`src/pdps_pkg.sv`:
```
// Shared types, constants and pattern tables for the percent-decode pattern screen.
// No dependencies; every other file imports this package.
package pdps_pkg;

  localparam int ByteW       = 8;
  localparam int TypeW       = 16;
  localparam int NumPatterns = 4;
  localparam int PatIdxW     = 2;
  localparam int ProgW       = 3;
  localparam int NumTypeRegs = 7;
  localparam int CfgIdxW     = 3;
  localparam int MaxFeeds    = 3;

  localparam logic [ByteW-1:0] PctChar   = 8'h25;
  localparam logic [ByteW-1:0] SpaceChar = 8'h20;
  localparam logic [ByteW-1:0] CtrlMax   = 8'h1f;

  // Configuration register indexes
  typedef enum logic [CfgIdxW-1:0] {
    REG_PEER_ID  = 3'd0,
    REG_NAME     = 3'd1,
    REG_PATH     = 3'd2,
    REG_TITLE    = 3'd3,
    REG_SUBJECT  = 3'd4,
    REG_LOCATION = 3'd5,
    REG_VERSION  = 3'd6
  } cfg_reg_e;

  // Escape decoder phase
  typedef enum logic [1:0] {
    ESC_IDLE = 2'd0,
    ESC_PCT  = 2'd1,
    ESC_HELD = 2'd2
  } esc_phase_e;

  // Decoded characters produced by one byte, in feed order
  typedef struct packed {
    logic [MaxFeeds-1:0]            valid;
    logic [MaxFeeds-1:0][ByteW-1:0] chars;
    logic                           last;
  } dec_chars_t;

  // Matcher state for one string
  typedef struct packed {
    logic [NumPatterns-1:0][ProgW-1:0] prog;
    logic                              found;
    logic [PatIdxW-1:0]                pat;
  } match_state_t;

  // Verdict handed back to the top level
  typedef struct packed {
    logic               found;
    logic [PatIdxW-1:0] pat;
  } verdict_t;

  // Pattern characters: "<!e", "<!E", "PD94bW", "PHN2Zy"
  function automatic logic [ByteW-1:0] pat_char(input logic [PatIdxW-1:0] p,
                                                input logic [ProgW-1:0] k);
    logic [ByteW-1:0] c;
    c = '0;
    case ({p, k})
      5'b00_000: c = 8'h3c;
      5'b00_001: c = 8'h21;
      5'b00_010: c = 8'h65;
      5'b01_000: c = 8'h3c;
      5'b01_001: c = 8'h21;
      5'b01_010: c = 8'h45;
      5'b10_000: c = 8'h50;
      5'b10_001: c = 8'h44;
      5'b10_010: c = 8'h39;
      5'b10_011: c = 8'h34;
      5'b10_100: c = 8'h62;
      5'b10_101: c = 8'h57;
      5'b11_000: c = 8'h50;
      5'b11_001: c = 8'h48;
      5'b11_010: c = 8'h4e;
      5'b11_011: c = 8'h32;
      5'b11_100: c = 8'h5a;
      5'b11_101: c = 8'h79;
      default:   c = '0;
    endcase
    return c;
  endfunction

  function automatic logic [ProgW-1:0] pat_len(input logic [PatIdxW-1:0] p);
    return p[1] ? 3'd6 : 3'd3;
  endfunction

endpackage

```
`src/pdps_if.sv`:
```
// Channel interfaces of the percent-decode pattern screen: input, result and config.
// Depends on pdps_pkg for field widths.
interface pdps_in_if import pdps_pkg::*; ();
  logic             valid;
  logic             ready;
  logic [ByteW-1:0] data_byte;
  logic             last_byte;
  logic [TypeW-1:0] string_type;

  modport source (output valid, data_byte, last_byte, string_type, input ready);
  modport sink   (input valid, data_byte, last_byte, string_type, output ready);
endinterface

interface pdps_out_if import pdps_pkg::*; ();
  logic               valid;
  logic               ready;
  logic [ByteW-1:0]   out_byte;
  logic               end_of_string;
  logic               suspicious;
  logic [PatIdxW-1:0] pattern_index;

  modport source (output valid, out_byte, end_of_string, suspicious, pattern_index,
                  input ready);
  modport sink   (input valid, out_byte, end_of_string, suspicious, pattern_index,
                  output ready);
endinterface

interface pdps_cfg_if import pdps_pkg::*; ();
  logic               valid;
  logic               ready;
  logic [CfgIdxW-1:0] index;
  logic [TypeW-1:0]   data;

  modport source (output valid, index, data, input ready);
  modport sink   (input valid, index, data, output ready);
endinterface

```
`src/pdps_decoder.sv`:
```
// Percent decoder: turns each raw byte into up to three decoded characters.
// Holds the escape phase and the held byte; depends on pdps_pkg.
module pdps_decoder import pdps_pkg::*; (
  input  logic             clk_i,
  input  logic             rst_ni,
  input  logic             adv_i,
  input  logic [ByteW-1:0] byte_i,
  input  logic             last_i,
  output dec_chars_t       dec_o
);

  esc_phase_e       phase_q, phase_d, ph;
  logic [ByteW-1:0] held_q, held_d, hd;
  logic [4:0]       hex_h, hex_b;
  logic [1:0]       n;
  dec_chars_t       dec;

  // Value of a hex digit, or 16 if the byte is not one
  function automatic logic [4:0] hex_val(input logic [ByteW-1:0] c);
    logic [4:0] v;
    v = 5'd16;
    if (c >= 8'h30 && c <= 8'h39) v = 5'(c - 8'h30);
    else if (c >= 8'h61 && c <= 8'h66) v = 5'(c - 8'h57);
    else if (c >= 8'h41 && c <= 8'h46) v = 5'(c - 8'h37);
    return v;
  endfunction

  // Decode one byte, then flush any pending escape on the last byte
  always_comb begin
    dec   = '0;
    n     = '0;
    ph    = phase_q;
    hd    = held_q;
    hex_h = hex_val(held_q);
    hex_b = hex_val(byte_i);
    case (phase_q)
      ESC_PCT: begin
        hd = byte_i;
        ph = ESC_HELD;
      end
      ESC_HELD: begin
        if (!hex_h[4] && !hex_b[4]) begin
          dec.chars[n] = {hex_h[3:0], hex_b[3:0]};
          dec.valid[n] = 1'b1;
          n            = n + 2'd1;
          ph           = ESC_IDLE;
        end else begin
          // escape failed: '%' is literal, resume after it
          dec.chars[n] = PctChar;
          dec.valid[n] = 1'b1;
          n            = n + 2'd1;
          if (held_q == PctChar) begin
            hd = byte_i;
            ph = ESC_HELD;
          end else begin
            dec.chars[n] = held_q;
            dec.valid[n] = 1'b1;
            n            = n + 2'd1;
            if (byte_i == PctChar) begin
              ph = ESC_PCT;
            end else begin
              dec.chars[n] = byte_i;
              dec.valid[n] = 1'b1;
              n            = n + 2'd1;
              ph           = ESC_IDLE;
            end
          end
        end
      end
      default: begin
        if (byte_i == PctChar) begin
          ph = ESC_PCT;
        end else begin
          dec.chars[n] = byte_i;
          dec.valid[n] = 1'b1;
          n            = n + 2'd1;
          ph           = ESC_IDLE;
        end
      end
    endcase
    if (last_i) begin
      if (ph == ESC_PCT) begin
        dec.chars[n] = PctChar;
        dec.valid[n] = 1'b1;
      end else if (ph == ESC_HELD) begin
        dec.chars[n] = PctChar;
        dec.valid[n] = 1'b1;
        n            = n + 2'd1;
        dec.chars[n] = hd;
        dec.valid[n] = 1'b1;
      end
    end
    dec.last = last_i;
  end

  assign dec_o = dec;

  // Advance the escape state; clear it at the end of a string
  always_comb begin
    phase_d = phase_q;
    held_d  = held_q;
    if (adv_i) begin
      phase_d = last_i ? ESC_IDLE : ph;
      held_d  = last_i ? '0 : hd;
    end
  end

  always_ff @(posedge clk_i or negedge rst_ni) begin
    if (!rst_ni) begin
      phase_q <= ESC_IDLE;
      held_q  <= '0;
    end else begin
      phase_q <= phase_d;
      held_q  <= held_d;
    end
  end

endmodule

```
`src/pdps_matcher.sv`:
```
// Pattern matcher: runs up to three decoded characters per byte through four matchers.
// Holds match progress and the verdict so far; depends on pdps_pkg.
module pdps_matcher import pdps_pkg::*; (
  input  logic       clk_i,
  input  logic       rst_ni,
  input  logic       adv_i,
  input  dec_chars_t dec_i,
  output verdict_t   verdict_o
);

  match_state_t state_q, state_d;
  match_state_t s1, s2, s3;

  // Advance every matcher by one decoded character
  function automatic match_state_t feed(input match_state_t s, input logic [ByteW-1:0] c);
    match_state_t     r;
    logic [ProgW-1:0] k;
    r = s;
    for (int p = 0; p < NumPatterns; p++) begin
      k = r.prog[p];
      if (k >= pat_len(p[PatIdxW-1:0])) k = '0;
      if (pat_char(p[PatIdxW-1:0], k) == c) k = k + 3'd1;
      else k = (pat_char(p[PatIdxW-1:0], '0) == c) ? 3'd1 : 3'd0;
      if (k == pat_len(p[PatIdxW-1:0])) begin
        if (!r.found || p[PatIdxW-1:0] < r.pat) r.pat = p[PatIdxW-1:0];
        r.found = 1'b1;
        k       = '0;
      end
      r.prog[p] = k;
    end
    return r;
  endfunction

  // Chain the three feed slots
  always_comb begin
    s1 = dec_i.valid[0] ? feed(state_q, dec_i.chars[0]) : state_q;
    s2 = dec_i.valid[1] ? feed(s1, dec_i.chars[1]) : s1;
    s3 = dec_i.valid[2] ? feed(s2, dec_i.chars[2]) : s2;
  end

  assign verdict_o.found = s3.found;
  assign verdict_o.pat   = s3.found ? s3.pat : '0;

  // Hold, advance or clear at the end of a string
  always_comb begin
    state_d = state_q;
    if (adv_i) state_d = dec_i.last ? '0 : s3;
  end

  always_ff @(posedge clk_i or negedge rst_ni) begin
    if (!rst_ni) begin
      state_q <= '0;
    end else begin
      state_q <= state_d;
    end
  end

endmodule

```
`src/percent_decode_pattern_screen_top.sv`:
```
// Percent-decode pattern screen, top level: input register, config registers,
// sanitizer and result register. Depends on pdps_pkg, pdps_if, pdps_decoder, pdps_matcher.
//
// Takes one raw string byte per word and returns one result word per byte, one
// word per clock cycle sustained while the result port is not stalled; a byte passes
// through the input register and then the result register. A single decode-and-match
// pass lies between the two and chains three character steps of the four pattern
// matchers. Bytes 1..31 are echoed as spaces for type 0 and the seven configured
// types; the word of the last byte carries the verdict on the decoded string.
// The config port is always ready; write it only while the block is idle.
module percent_decode_pattern_screen_top import pdps_pkg::*; (
  input  logic       clk_i,
  input  logic       rst_ni,
  pdps_in_if.sink    in_i,
  pdps_out_if.source out_o,
  pdps_cfg_if.sink   cfg_i
);

  logic [NumTypeRegs-1:0][TypeW-1:0] type_q;
  logic                              s1_valid_q, s1_valid_d;
  logic [ByteW-1:0]                  s1_byte_q;
  logic                              s1_last_q;
  logic [TypeW-1:0]                  s1_type_q;
  logic                              out_valid_q, out_valid_d;
  logic [ByteW-1:0]                  out_byte_q;
  logic                              out_end_q, out_susp_q;
  logic [PatIdxW-1:0]                out_pat_q;
  logic                              in_fire, out_free, adv, plain;
  logic [ByteW-1:0]                  san_byte;
  dec_chars_t                        dec;
  verdict_t                          verdict;

  // Handshake control
  assign out_free   = !out_valid_q || out_o.ready;
  assign adv        = s1_valid_q && out_free;
  assign in_i.ready = !s1_valid_q || out_free;
  assign in_fire    = in_i.valid && in_i.ready;
  assign cfg_i.ready = 1'b1;

  assign s1_valid_d  = in_fire ? 1'b1 : (adv ? 1'b0 : s1_valid_q);
  assign out_valid_d = adv ? 1'b1 : (out_o.ready ? 1'b0 : out_valid_q);

  always_ff @(posedge clk_i or negedge rst_ni) begin
    if (!rst_ni) begin
      s1_valid_q  <= 1'b0;
      out_valid_q <= 1'b0;
    end else begin
      s1_valid_q  <= s1_valid_d;
      out_valid_q <= out_valid_d;
    end
  end

  // Capture the input word
  always_ff @(posedge clk_i) begin
    if (in_fire) begin
      s1_byte_q <= in_i.data_byte;
      s1_last_q <= in_i.last_byte;
      s1_type_q <= in_i.string_type;
    end
  end

  // Config registers; drop writes beyond the list
  always_ff @(posedge clk_i or negedge rst_ni) begin
    if (!rst_ni) begin
      type_q <= '0;
    end else if (cfg_i.valid) begin
      case (cfg_i.index)
        REG_PEER_ID:  type_q[REG_PEER_ID]  <= cfg_i.data;
        REG_NAME:     type_q[REG_NAME]     <= cfg_i.data;
        REG_PATH:     type_q[REG_PATH]     <= cfg_i.data;
        REG_TITLE:    type_q[REG_TITLE]    <= cfg_i.data;
        REG_SUBJECT:  type_q[REG_SUBJECT]  <= cfg_i.data;
        REG_LOCATION: type_q[REG_LOCATION] <= cfg_i.data;
        REG_VERSION:  type_q[REG_VERSION]  <= cfg_i.data;
        default: ;
      endcase
    end
  end

  // Sanitize control bytes of plain-text types
  always_comb begin
    plain = (s1_type_q == '0);
    for (int i = 0; i < NumTypeRegs; i++) begin
      if (s1_type_q == type_q[i]) plain = 1'b1;
    end
    san_byte = s1_byte_q;
    if (plain && s1_byte_q != '0 && s1_byte_q <= CtrlMax) san_byte = SpaceChar;
  end

  pdps_decoder u_decoder (
    .clk_i  (clk_i),
    .rst_ni (rst_ni),
    .adv_i  (adv),
    .byte_i (s1_byte_q),
    .last_i (s1_last_q),
    .dec_o  (dec)
  );

  pdps_matcher u_matcher (
    .clk_i     (clk_i),
    .rst_ni    (rst_ni),
    .adv_i     (adv),
    .dec_i     (dec),
    .verdict_o (verdict)
  );

  // Result register
  always_ff @(posedge clk_i) begin
    if (adv) begin
      out_byte_q <= san_byte;
      out_end_q  <= s1_last_q;
      out_susp_q <= s1_last_q & verdict.found;
      out_pat_q  <= s1_last_q ? verdict.pat : '0;
    end
  end

  assign out_o.valid         = out_valid_q;
  assign out_o.out_byte      = out_byte_q;
  assign out_o.end_of_string = out_end_q;
  assign out_o.suspicious    = out_susp_q;
  assign out_o.pattern_index = out_pat_q;

endmodule

```
`src/flat_wrapper.sv`:
```
// flat-port wrapper written by rule: the top's interface ports become plain ports
module percent_decode_pattern_screen_top_flat import pdps_pkg::*;
  (clk_i, rst_ni, in_i_valid, in_i_data_byte, in_i_last_byte, in_i_string_type, in_i_ready, out_o_valid, out_o_out_byte, out_o_end_of_string, out_o_suspicious, out_o_pattern_index, out_o_ready, cfg_i_valid, cfg_i_index, cfg_i_data, cfg_i_ready);
  pdps_in_if in_i_i ();
  pdps_out_if out_o_i ();
  pdps_cfg_if cfg_i_i ();
  input  logic clk_i;
  input  logic rst_ni;
  input wire logic [$bits(in_i_i.valid)-1:0] in_i_valid;
  input wire logic [$bits(in_i_i.data_byte)-1:0] in_i_data_byte;
  input wire logic [$bits(in_i_i.last_byte)-1:0] in_i_last_byte;
  input wire logic [$bits(in_i_i.string_type)-1:0] in_i_string_type;
  output wire logic [$bits(in_i_i.ready)-1:0] in_i_ready;
  output wire logic [$bits(out_o_i.valid)-1:0] out_o_valid;
  output wire logic [$bits(out_o_i.out_byte)-1:0] out_o_out_byte;
  output wire logic [$bits(out_o_i.end_of_string)-1:0] out_o_end_of_string;
  output wire logic [$bits(out_o_i.suspicious)-1:0] out_o_suspicious;
  output wire logic [$bits(out_o_i.pattern_index)-1:0] out_o_pattern_index;
  input wire logic [$bits(out_o_i.ready)-1:0] out_o_ready;
  input wire logic [$bits(cfg_i_i.valid)-1:0] cfg_i_valid;
  input wire logic [$bits(cfg_i_i.index)-1:0] cfg_i_index;
  input wire logic [$bits(cfg_i_i.data)-1:0] cfg_i_data;
  output wire logic [$bits(cfg_i_i.ready)-1:0] cfg_i_ready;
  assign in_i_i.valid = in_i_valid;
  assign in_i_i.data_byte = in_i_data_byte;
  assign in_i_i.last_byte = in_i_last_byte;
  assign in_i_i.string_type = in_i_string_type;
  assign in_i_ready = in_i_i.ready;
  assign out_o_valid = out_o_i.valid;
  assign out_o_out_byte = out_o_i.out_byte;
  assign out_o_end_of_string = out_o_i.end_of_string;
  assign out_o_suspicious = out_o_i.suspicious;
  assign out_o_pattern_index = out_o_i.pattern_index;
  assign out_o_i.ready = out_o_ready;
  assign cfg_i_i.valid = cfg_i_valid;
  assign cfg_i_i.index = cfg_i_index;
  assign cfg_i_i.data = cfg_i_data;
  assign cfg_i_ready = cfg_i_i.ready;
  percent_decode_pattern_screen_top u_core (.clk_i(clk_i), .rst_ni(rst_ni), .in_i(in_i_i), .out_o(out_o_i), .cfg_i(cfg_i_i));
endmodule
```
`config.mk`:
```
export PLATFORM = sky130hd
export DESIGN_NAME = percent_decode_pattern_screen_top_flat
export DESIGN_NICKNAME = d
export VERILOG_FILES = /design/src/pdps_pkg.sv /design/src/pdps_if.sv /design/src/pdps_decoder.sv /design/src/pdps_matcher.sv /design/src/percent_decode_pattern_screen_top.sv /design/src/flat_wrapper.sv
export SDC_FILE = /design/constraint.sdc
export NUM_CORES = 1
export LEC_CHECK = 0
export ABC_AREA = 1
export BUFFER_PORTS_ARGS = -buffer_cell sky130_fd_sc_hd__buf_2
export CORE_UTILIZATION = 55
export DETAILED_ROUTE_END_ITERATION = 16
export PLACE_DENSITY = 0.73
export SLEW_MARGIN = 20
export SYNTH_ARGS = -nofsm -noshare
export SYNTH_HDL_FRONTEND = slang
export SYNTH_HIERARCHICAL = 1
export SYNTH_SLANG_ARGS = --single-unit
```
`constraint.sdc`:
```
create_clock -name clk_i -period 25 [get_ports clk_i]
set_input_delay 1.25 -clock clk_i [delete_from_list [all_inputs] [get_ports clk_i]]
set_output_delay 1.25 -clock clk_i [all_outputs]
set_load 0.02 [all_outputs]
```
## Word-level counts from Yosys, hierarchy flattened

Cells that the tools add are included.

| storage, ports and cells | value |
|---|---|
| bits in registers | 176 |
| input port bits | 49 |
| output and inout port bits | 15 |
| word-level logic and storage cells | 409 |

| cells by class | value |
|---|---|
| $add $sub $neg | 19 |
| order comparisons | 41 |
| equality and inequality tests | 97 |
| muxes and demuxes | 154 |
| bitwise logic cells | 6 |
| reductions and logical operators | 68 |

Operator list:

| cell | number |
|---|---|
| $pmux 7 s6 | 6 |
| $eq 8x8->1 | 24 |
| $mux 8 | 19 |
| $mux 3 | 48 |
| $pmux 7 s3 | 6 |
| $eq 16x16->1 | 7 |
| $mux 27 | 3 |
| $eq 3x2->1 const B | 26 |
| $eq 3x3->1 const B | 21 |
| $mux 15 | 4 |
| $mux 16 | 3 |
| $mux 2 | 20 |
| $eq 3x1->1 const B | 13 |
| $logic_not 3->1 | 13 |
| $add 3x1->3 const B | 12 |
| $demux 8 s2 | 2 |
| $ge 8x7->1 const B | 4 |
| $le 8x7->1 const B | 4 |
| $pmux 8 s2 | 2 |
| $mux 5 | 6 |
| $sub 5x5->5 const B | 6 |
| $mux 1 | 29 |
| $bwmux 24 | 1 |
| $ge 3x2->1 const B | 6 |
| other kinds (27) | 100 |

## Depth between registers and ports, before layout

| logic depth | value |
|---|---|
| depth in word-level cells | 88 |
| depth in mapped cells | 66 |

## Cells and area by module

The synthesis kept the hierarchy.

By module, submodules not included:

| module | times used | cells each | area each (µm²) | seq. area each (µm²) |
|---|---|---|---|---|
| percent_decode_pattern_screen_top | 1 | 1020 | 7624.8 | 3963.8 |
| pdps_matcher | 1 | 791 | 4481.8 | 375.4 |
| pdps_decoder | 1 | 340 | 1883.1 | 250.2 |

## Worst setup path before layout

OpenSTA, ideal clock, no wires.

| path | value |
|---|---|
| path kind | register to register |
| from | register u_core.s1_byte_q[0] |
| to | register u_core.out_pat_q[0] (netlist: u_core/out_o.pattern_index[0]), data pin |
| arrival time | 7765 ps |
| setup slack | 17107 ps |
| cell stages (with the launch flop) | 64 |
| path buffers | 1 |
| path through | edfxtp_1 inv_1 ha_1 nand2_1 nand3_1 nand2_1 nand2_1 nand2_1 nand2_2 nor2_1 buf_4 nand3_2 o211ai_1 inv_1 nand2_1 nand2_1 nor3_1 nand4_1 [... 28 more ...] ha_1 o21ai_0 nand2_1 inv_1 o21a_1 nand2_1 o2111ai_1 nor4_1 nand2_1 nor2_1 nand2_1 inv_1 nand3_1 nand3_1 nand2_1 nor2_1 nand2_1 inv_1 |

RTL lines:

| item | RTL line | source |
|---|---|---|
| start: declaration | percent_decode_pattern_screen_top.sv:21 | `logic [ByteW-1:0] s1_byte_q;` |
| start signal: assignment | percent_decode_pattern_screen_top.sv:56 | `s1_byte_q <= in_i.data_byte;` |
| end signal: assignment | percent_decode_pattern_screen_top.sv:113 | `out_pat_q <= s1_last_q ? verdict.pat : '0;` |
| end: declaration | percent_decode_pattern_screen_top.sv:27 | `logic [PatIdxW-1:0] out_pat_q;` |

==> metrics.log <==
INFO  metric status = complete, no violations
INFO  metric crit_path_top_delay_cell = o21ai_0
INFO  metric clk_pin_slew_worst_paths = 80 ps
INFO  metric drtIter0Drc = 1504
INFO  metric grt_util_met1 = 40.7%
INFO  metric finalClockSkew = 14.2 ps
INFO  metric max_stage_delay_on_crit_path = 790 ps
INFO  metric chipHeight = 161 µm
INFO  metric synth_enable_flop_cells = 37
INFO  metric maxSlewHeadroom = 37.3%
INFO  metric port_buffers = 62
INFO  metric multiInputGateArea = 7660 µm²
INFO  metric grt_setup_unrepaired = false
INFO  metric syn-num-nets = 2261
INFO  metric synth_top_cell_by_area = dfrtp_1
INFO  metric finalWeightedCongestion = 0.978
INFO  metric initial_core_util = 55.9%
INFO  metric grt_pass1_wl = 63.9 mm
INFO  metric yosys_register_bits = 176
INFO  metric arrival = 10950 ps
INFO  metric worstPathMaxFanout = 11
INFO  metric layout-drive-gt1-share = 8.46%
INFO  metric drt-pass1-iter-count = 8
INFO  metric critical_path_class = reg2reg
INFO  metric final-setup-viol-count = 0
INFO  metric tritoncts = yes
INFO  metric clkSinkCount = 176
INFO  metric cts-resized-gates = 0
INFO  metric cts_inserted_buffers = 17
INFO  metric setup_tns = 0 ps
INFO  metric drv.max_cap_violation_count = 0
INFO  metric drt_wl_total = 39.2 mm
INFO  metric top_usage_layer = met2
INFO  metric mappedNetlistArea = 14000 µm²
INFO  metric post_cts.repair.setup_buffers = 0
INFO  metric preCtsSetupSlack = 14650 ps
INFO  metric ff_latch_area = 4590 µm²
INFO  metric cts.path.max_buffers = 2
INFO  metric layout_worst_path_cycle_share = 42.5%
INFO  metric min_period = 10630 ps
INFO  metric synthTopCellsByArea = dfrtp_1 25%, nand2_1 20%, inv_1 8.8%
INFO  metric clock_insertion_delay_worst_skew = 450 ps
INFO  metric grt_pass1_vias = 12.5k
INFO  metric synth_ff_type = dfrtp_1
INFO  metric timing.final.max_slew_violations = 0
INFO  metric syn_inst = 2151
INFO  metric place.detailed.hpwl = 28.6 mm
INFO  metric power_per_cell_area = 52.3 nW/µm²
INFO  metric post_synthesis_sequential_area_ratio = 32.8%
INFO  metric cts_root_buf = clkbuf_16
INFO  metric finish.instance_area = 15000 µm²
INFO  metric antenna_found_initial = 0
INFO  metric htree_num_levels = 4
INFO  metric number_of_nets_in_the_finished_design = 2285
INFO  metric fraction_of_post_synthesis_cell_area_in_the_top_cell_type_by_area = 24.9%
INFO  metric crit_path_frequent_cell = nand2_1
INFO  metric yosysWarnings = 6
INFO  metric placement.cell_area = 14400 µm²
INFO  metric postLayoutSetupSlackWorst = 14370 ps
INFO  metric ioPinCount = 64
INFO  metric n_fill_cell = 2432
INFO  metric avgSynthCellArea = 6.50 µm²
INFO  metric hold_class = reg2reg
INFO  metric grt_usage = 30.9%
INFO  metric peak_supply_drop = 0.0431 mV
INFO  metric cp_data_required_time = 25320 ps
INFO  metric critical_path_launch_point_type = flip-flop
INFO  metric drc_errors = 0
INFO  metric grt_overflow_total = 0
INFO  metric fp-row-count = 58
INFO  metric critPathCaptureType = flip-flop
INFO  metric fmaxAchievable = 94.0 MHz
INFO  metric hold_viol = 0
INFO  metric grt_start_max_net_pins = 83
INFO  metric gr-usage-met2 = 52.0%
INFO  metric area_delta_synth_final = 7.01%
INFO  metric groute.layer.met3.usage = 3.44%
INFO  metric die_footprint = 26100 µm²
INFO  metric asyncSetResetFlopFracSynth = 79.0%
INFO  metric cts_hold_repair.buffers = 0
INFO  metric p_leak = 7.81 nW
INFO  metric synth.distinct_cells = 57
INFO  metric vias_per_cell = 5.42
INFO  metric drt.antenna.violating_nets = 0
INFO  metric diodes = 0
INFO  metric die_w = 161 µm
INFO  metric core_area = 25000 µm²
INFO  metric worstMarginPinSlew = 931 ps
INFO  metric detail_route.wl_per_cell = 15.6 µm
INFO  metric vias = 13.7k
cells by family (layout without fill, tap and decap cells):
family	Yosys count	after routing	share of synthesized area, %
adder cells (fa/ha/maj)	61	61	5.46
flip-flops	176	176	32.8
buffers and inverters	417	453	12.6
XOR/XNOR	26	26	1.63
AO/OA/AOI/OAI	329	329	13.3
AND/OR/NAND/NOR	1140	1140	34.1
multiplexers	1	1	0.0716
other	1	1	0.0268
power breakdown:
group	switching, mW	internal, mW	total (mW)	leakage, nW
clock network	0.134	0.133	0.267	0.279
registers	0.0356	0.334	0.370	2.14
logic	0.0937	0.0525	0.146	5.39
metal layers:
layer	routed length [µm]	vias to the layer above
met5	0	-
met4	1450	0
met3	2300	94
met2	18500	501
met1	17000	6226
li1	-	6831
state kept, by name (all words and copies together) (netlist names):
signal and cells:
u_core/u_decoder/held_q 8, u_core/u_matcher/state_q 15, u_core/out_o.valid 1, u_core/s1_valid_q 1, u_core/u_decoder/phase_q 2, u_core/out_o.end_of_string 1, u_core/out_o.out_byte 8, u_core/out_o.pattern_index 2
u_core/s1_byte_q 8, u_core/s1_last_q 1, u_core/type_q 112, u_core/out_o.suspicious 1, u_core/s1_type_q 16
cells in the final DEF, fill, tap and decap left out, types with 6 or more instances in the layout:
cell and count:
inv_1 328, nand3_2 6, o22ai_1 27, nor2_2 11, a21oi_1 44, nand4_1 22, xor2_1 25, nand2_1 736
o21ai_0 200, o21ai_1 10, o211ai_1 7, nor2_1 178, edfxtp_1 37, buf_2 61, dfrtp_1 139, nor4_1 10
buf_4 6, inv_2 10, clkbuf_16 17, nand3_1 119, inv_4 12, ha_1 61, nor3_1 10, nand2_2 26
o2111ai_1 6
area by class of cell:
cell class / instances / share of cell area, %
well taps: 330 / 2.76
repair buffers: 69 / 2.49
clock inverters: 14 / 0.995
flip-flops and latches: 176 / 30.7
clock buffers: 17 / 2.84
inverters: 353 / 9.08
multi-input cells: 1558 / 51.2
critical path, delay by kind of cell, from the launching register on:
family	cells	cell delay, ps
simple gates	34	5220
compound gates	13	2640
fa+ha+maj	5	1150
buf+inv	10	940
flops	1	530
stage by stage:
stage | hold WS [ps] | instances | util (%) | total power, mW
3_3_place_gp | 485 | 2486 | 57.4 | 0.513
3_5_place_dp | 494 | 2486 | 57.4 | 0.519
2_1_floorplan | 447 | 2151 | - | 0.476
5_1_grt | 528 | 2517 | 59.8 | 0.831
4_1_cts | 514 | 2517 | 59.7 | 0.787
6_report | 509 | 2517 | 59.8 | 0.783
synth_stat cells, types with 22 or more instances:
master	instances
xor2_1	25
dfrtp_1	139
nor2_1	178
edfxtp_1	37
ha_1	61
a21oi_1	45
nand4_1	22
nand3_1	119
clkbuf_1	34
o22ai_1	27
nand2_1	741
inv_1	328
o21ai_0	201
final timing paths:
kind	start	to	slack, ps	cells past startpoint
worst max register to register	u_core/s1_byte_q[0]$_DFFE_PP_	u_core/out_o.pattern_index[0]$_SDFFCE_PN0P_	14370	62
min in group asynchronous	rst_ni	u_core/u_decoder/held_q[2]$_DFFE_PN0P_	780	1
worst min-delay path	u_core/type_q[81]$_DFFE_PN0P_	u_core/type_q[81]$_DFFE_PN0P_	510	2
worst max-delay path	u_core/s1_byte_q[0]$_DFFE_PP_	u_core/out_o.pattern_index[0]$_SDFFCE_PN0P_	14370	62
max in group asynchronous	rst_ni	u_core/type_q[103]$_DFFE_PN0P_	23020	2
worst min register to register	u_core/type_q[81]$_DFFE_PN0P_	u_core/type_q[81]$_DFFE_PN0P_	510	2
Note: power is estimated with default switching activity, not from simulation.
